**config.mk**
```make
export PLATFORM = sky130hd
export DESIGN_NAME = rvx_div_cell
export DESIGN_NICKNAME = d
export VERILOG_FILES = /design/src/sv/rvx_pkg.sv /design/src/sv/rvx_div_cell.sv
export SDC_FILE = /design/constraint.sdc
export NUM_CORES = 1
export LEC_CHECK = 0
export ABC_AREA = 1
export BUFFER_PORTS_ARGS = -buffer_cell sky130_fd_sc_hd__buf_2
export CAP_MARGIN = 25
export CORE_MARGIN = 2
export CORE_UTILIZATION = 30
export DETAILED_ROUTE_END_ITERATION = 8
export PLACE_DENSITY = 0.63
export SYNTH_ARGS = -nofsm -noshare
export SYNTH_HDL_FRONTEND = slang
export SYNTH_SLANG_ARGS = --single-unit
```
**constraint.sdc**
```tcl
create_clock -name clk -period 0.9 [get_ports clk]
set_input_delay 0.135 -clock clk [delete_from_list [all_inputs] [get_ports clk]]
set_output_delay 0.135 -clock clk [all_outputs]
set_load 0.05 [all_outputs]
```
**src/sv/rvx_pkg.sv**
```systemverilog
// shared types, opcodes and alu function for the rv32im decode and execute unit
`timescale 1ns / 1ps
package rvx_pkg;

	localparam int XLEN     = 32;
	localparam int DIV_BITS = XLEN;

	// major opcodes
	localparam logic [6:0] OP_LUI    = 7'h37;
	localparam logic [6:0] OP_AUIPC  = 7'h17;
	localparam logic [6:0] OP_JAL    = 7'h6F;
	localparam logic [6:0] OP_JALR   = 7'h67;
	localparam logic [6:0] OP_BRANCH = 7'h63;
	localparam logic [6:0] OP_LOAD   = 7'h03;
	localparam logic [6:0] OP_STORE  = 7'h23;
	localparam logic [6:0] OP_IMM    = 7'h13;
	localparam logic [6:0] OP_REG    = 7'h33;

	// funct7 codes
	localparam logic [6:0] F7_BASE   = 7'h00;
	localparam logic [6:0] F7_MULDIV = 7'h01;
	localparam logic [6:0] F7_ALT    = 7'h20;

	// funct3 codes
	localparam logic [2:0] F3_ADD  = 3'd0;
	localparam logic [2:0] F3_SLL  = 3'd1;
	localparam logic [2:0] F3_SLT  = 3'd2;
	localparam logic [2:0] F3_SLTU = 3'd3;
	localparam logic [2:0] F3_XOR  = 3'd4;
	localparam logic [2:0] F3_SR   = 3'd5;
	localparam logic [2:0] F3_OR   = 3'd6;
	localparam logic [2:0] F3_AND  = 3'd7;

	localparam logic [2:0] F3_BEQ  = 3'd0;
	localparam logic [2:0] F3_BNE  = 3'd1;
	localparam logic [2:0] F3_BLT  = 3'd4;
	localparam logic [2:0] F3_BGE  = 3'd5;
	localparam logic [2:0] F3_BLTU = 3'd6;
	localparam logic [2:0] F3_BGEU = 3'd7;

	localparam logic [2:0] F3_MUL    = 3'd0;
	localparam logic [2:0] F3_MULH   = 3'd1;
	localparam logic [2:0] F3_MULHSU = 3'd2;
	localparam logic [2:0] F3_MULHU  = 3'd3;
	localparam logic [2:0] F3_DIV    = 3'd4;
	localparam logic [2:0] F3_DIVU   = 3'd5;
	localparam logic [2:0] F3_REM    = 3'd6;
	localparam logic [2:0] F3_REMU   = 3'd7;

	localparam logic [XLEN-1:0] ALL_ONES = '1;

	// payload carried down the divider chain
	typedef struct packed {
		logic [XLEN-1:0] res;
		logic [XLEN-1:0] tgt;
		logic            tk;
		logic            misp;
		logic            ill;
		logic            is_div;
		logic            want_rem;
		logic            neg_q;
		logic            neg_r;
		logic            dzero;
		logic [XLEN-1:0] dividend;
		logic [XLEN-1:0] rem;
		logic [XLEN-1:0] quo;
		logic [XLEN-1:0] dvs;
	} cell_t;

	// base integer alu
	function automatic logic [XLEN-1:0] alu(input logic [2:0] f3, input logic alt,
		input logic [XLEN-1:0] a, input logic [XLEN-1:0] b);
		logic [4:0] sh;
		logic [XLEN-1:0] r;
		sh = b[4:0];
		case (f3)
			F3_ADD:  r = alt ? a - b : a + b;
			F3_SLL:  r = a << sh;
			F3_SLT:  r = {{(XLEN-1){1'b0}}, ($signed(a) < $signed(b))};
			F3_SLTU: r = {{(XLEN-1){1'b0}}, (a < b)};
			F3_XOR:  r = a ^ b;
			F3_SR:   r = alt ? XLEN'($signed(a) >>> sh) : a >> sh;
			F3_OR:   r = a | b;
			default: r = a & b;
		endcase
		return r;
	endfunction

endpackage

```
**src/sv/rvx_div_cell.sv**
```systemverilog
// one restoring division step cell: develops one quotient bit per stage
`timescale 1ns / 1ps
module rvx_div_cell (
	input  logic           clk,
	input  logic           arst_n,
	input  logic           en,
	input  logic           in_valid,
	input  rvx_pkg::cell_t in_cell,
	output logic           out_valid,
	output rvx_pkg::cell_t out_cell
);

	logic [rvx_pkg::XLEN:0] rem_sh;
	logic                   ge;
	logic [rvx_pkg::XLEN:0] diff;
	rvx_pkg::cell_t         nxt;

	// shift in next dividend bit and try subtracting the divisor
	always_comb begin
		rem_sh = {in_cell.rem, in_cell.quo[rvx_pkg::XLEN-1]};
		ge     = rem_sh >= {1'b0, in_cell.dvs};
		diff   = rem_sh - {1'b0, in_cell.dvs};
		nxt    = in_cell;
		nxt.rem = ge ? diff[rvx_pkg::XLEN-1:0] : rem_sh[rvx_pkg::XLEN-1:0];
		nxt.quo = {in_cell.quo[rvx_pkg::XLEN-2:0], ge};
	end

	// valid flag
	always_ff @(posedge clk or negedge arst_n) begin
		if (!arst_n) begin
			out_valid <= 1'b0;
		end else if (en) begin
			out_valid <= in_valid;
		end
	end

	// payload
	always_ff @(posedge clk) begin
		if (en) begin
			out_cell <= nxt;
		end
	end

endmodule

```
==> impl_metrics.ini <==
[global_routing]
top_usage_layer = met2
first_global_vias = 9559
antenna_found_initial = 4
grt_first_pass_wirelength_um = 56700
grt_use_met2_pct = 44.1
grt_use_met3_pct = 4.71
grt_start_max_net_pins = 36
grt_overflow = 0
track_usage_pct = 23.9
met1_usage_pct = 26.6

[floorplanning]
initial_core_util_pct = 30.2
pin_count = 405
rows = 64
fp.dieH_um = 179
core_area_um2 = 30400
die_area_um2 = 32100
die_w_um = 179

[clocking]
htreeDepth = 1
root_buffer = clkbuf_16
clk_pin_slew_ns = 0.06
clk_latency_ns = 0.53
tritoncts = built
clk_path_buf_depth = 3
cts_made_buffers = 23
cts_sinks = 201

[route]
antenna_left = 0
wire_per_inst_um = 20.1
vias = 9203
vias_per_cell = 4.54
totalWireLength_um = 40700
drtPass1Iterations = 5
drtIter0Drc = 588
route.detailed.drc = 0

[critical_path]
cp.arrival_ns = 1.67
cp-end-kind = flop
rrSetupSlack_ns = 0.10
slowest_delay_ns = 0.23
cp-start-kind = input port
r2r_cells = 1
critPathSlowestCell = ha_4
required_ns = 1.19
path_max_fanout = 8
cp_cell_sequence = buf_6 -> inv_2 -> ha_4 -> nand2_4 -> inv_1 -> nand2_2 -> nand2_2 -> a21oi_2 -> nand2_2 -> nor2_4 -> buf_12 -> buf_12 -> nand2_8 -> nand2_2 -> nand2_2
critPathKind = input port to flop
reg2reg_to = out_valid$_DFFE_PN0P_
crit_top_cell = nand2_2
reg2reg_from = out_valid$_DFFE_PN0P_

[synth]
synth_top_family_by_area = simple AND/OR/NAND/NOR gates
synth_fa_ha_area_share_pct = 4.57
synth_area_um2 = 9200
yosys.area_share.simple_pct = 20.0
synth_compound_area_share_pct = 1.41
ys_warn_count = 0
synth-seq-cells = 201
synth_xor_area_share_pct = 1.33
avgSynthCellArea_um2 = 10.8
ys_seq_area_share_pct = 65.5
syn_nets = 1086
synth_cell_types = 28
synthMuxAreaShare_pct = 0.122
synthCells = 849

[status]
outcome = complete, but fails checks
violations = setup timing

[final_layout]
final_cell_mix = buf_6, edfxtp_1, dlygate4sd3_1
final_layout_size_suffix_gt1_share_pct = 51.2
nFillCells = 2391
final_area_um2 = 18400
post-route-util_pct = 60.6
fin_nets = 1847
synthToLayoutAreaGrowth_pct = 100
final_common_cell = buf_6

[sta]
finalCritPeriodShare_pct = 153
rsz0062_at_grt = yes
max_freq_ghz = 0.725
finClkSkew_ns = 0
hold_violations = 0
finalCriticalPeriod_ns = 1.38
slew_violations = 0
relSlewSlack_pct = 82.1
setup_violations = 234
worst_slew_pin_slew_ns = 0.268
postLayoutSetupSlackWorst_ns = -0.479

[place]
port_buffers = 404
dp_hpwl_um = 26300
gp_congestion = 0.896
place_area_um2 = 12800

[hold_path]
hp-class = input port to flop
whs_endpoint = out_cell[82]$_DFFE_PP_
hp-start = in_cell[81]
min_path_cells = 4

[flow_run]
maxCapViolations = 0

[power]
vdd.ir_drop.worst_mv = 1.29
p_leak_nw = 8.42
power_density_nw_per_um2 = 1750
power_mw = 32.3
[cells in the mapped netlist, drive strengths merged]
cell | n | area [µm²]
a21o | 2 | 15.0
a21oi | 21 | 105
and2 | 8 | 50.1
buf | 10 | 86.3
dfrtp | 1 | 25.0
edfxtp | 200 | 6010
fa | 1 | 20.0
ha | 32 | 400
inv | 150 | 563
mux2 | 1 | 11.3
nand2 | 279 | 1080
nand3 | 67 | 390
nand3b | 11 | 82.6
nand4 | 3 | 18.8
nor2 | 38 | 158
nor3 | 9 | 60.1
o21ai | 2 | 10.0
xnor2 | 1 | 8.76
xor2 | 13 | 114
[layout make-up]
cell class / count / area, µm² / share of cell area, %
clock inverters: 18 / 203 / 1.10
well taps: 396 / 495 / 2.69
repair buffers: 740 / 6770 / 36.7
flip-flops and latches: 201 / 6030 / 32.7
inverters: 150 / 581 / 3.15
multi-input cells: 494 / 3760 / 20.4
clock buffers: 24 / 579 / 3.14
diodes: 2 / 5.00 / 0.0272
[power breakdown]
| part | total, mW | switching (mW) | internal, mW | leakage [nW] |
|---|---|---|---|---|
| sequential | 11.8 | 0.469 | 11.3 | 1.97 |
| combinational | 10.6 | 6.18 | 4.39 | 6.06 |
| clock | 9.89 | 4.04 | 5.86 | 0.391 |
[logic make-up (layout without fill, tap and decap cells)]
group | count (synthesis) | in the layout
muxes | 1 | 1
adders and majority gates | 33 | 33
and+or+nand+nor | 415 | 421
AOI/OAI and AO/OA | 25 | 25
buffers and inverters | 160 | 932
DFF | 201 | 201
xor gates and xnor gates | 14 | 14
other | 0 | 2
[layer usage]
layer / share of wire (%) / up-vias
met3: 6.5 / 91
met2: 51 / 368
met4: 5.1 / 4
met1: 37 / 4425
met5: 0.084 / -
li1: - / 4315
[sequential cells by signal, summed over array words and instances (netlist names)]
| name | flops |
|---|---|
| out_cell | 200 |
| out_valid | 1 |
[how the worst max path moves through the flow]
stage / start / to / slack, ns / cells past startpoint
after floorplan: in_cell[24] / out_cell[95]$_DFFE_PP_ / -0.75 / 12
after global placement: in_cell[22] / out_cell[87]$_DFFE_PP_ / -1.22 / 13
after detailed placement: in_cell[22] / out_cell[86]$_DFFE_PP_ / -1.25 / 13
after CTS: out_cell[170]$_DFFE_PP_ / out_cell[170] / -0.46 / 1
after global routing: in_cell[28] / out_cell[83]$_DFFE_PP_ / -0.55 / 15
final: in_cell[28] / out_cell[77]$_DFFE_PP_ / -0.48 / 15
[what timing repair did]
item / CTS / global route
buffers inserted: 18 / 13
hold buffers: 194 / 0
gates cloned: 8 / 0
hold endpoints to repair: 193 / 0
resized for setup: 627 / 82
pin swaps: 39 / 28
setup endpoints to repair: 234 / 234
[metrics by stage]
step | setup TNS, ns | hold slack [ns] | worst slack [ns] | instances
finish | -80.91 | 0.00309 | -0.479 | 2025
detailed placement | -47.85 | -0.0865 | -1.25 | 1748
CTS | -84.02 | 0.0200 | -0.457 | 2010
floorplan | -24.32 | -0.161 | -0.747 | 849
global route | -89.38 | 0.00148 | -0.554 | 2025
global placement | -47.28 | -0.0900 | -1.22 | 1748
[critical path: cells and delay by family]
kind	cells	cell delay (ns)
AO/OA/AOI/OAI	1	0.14
adder cells (fa/ha/maj)	1	0.23
buffers and inverters	5	0.55
AND/OR/NAND/NOR	8	0.63
Power figures use the tool's default switching activity.
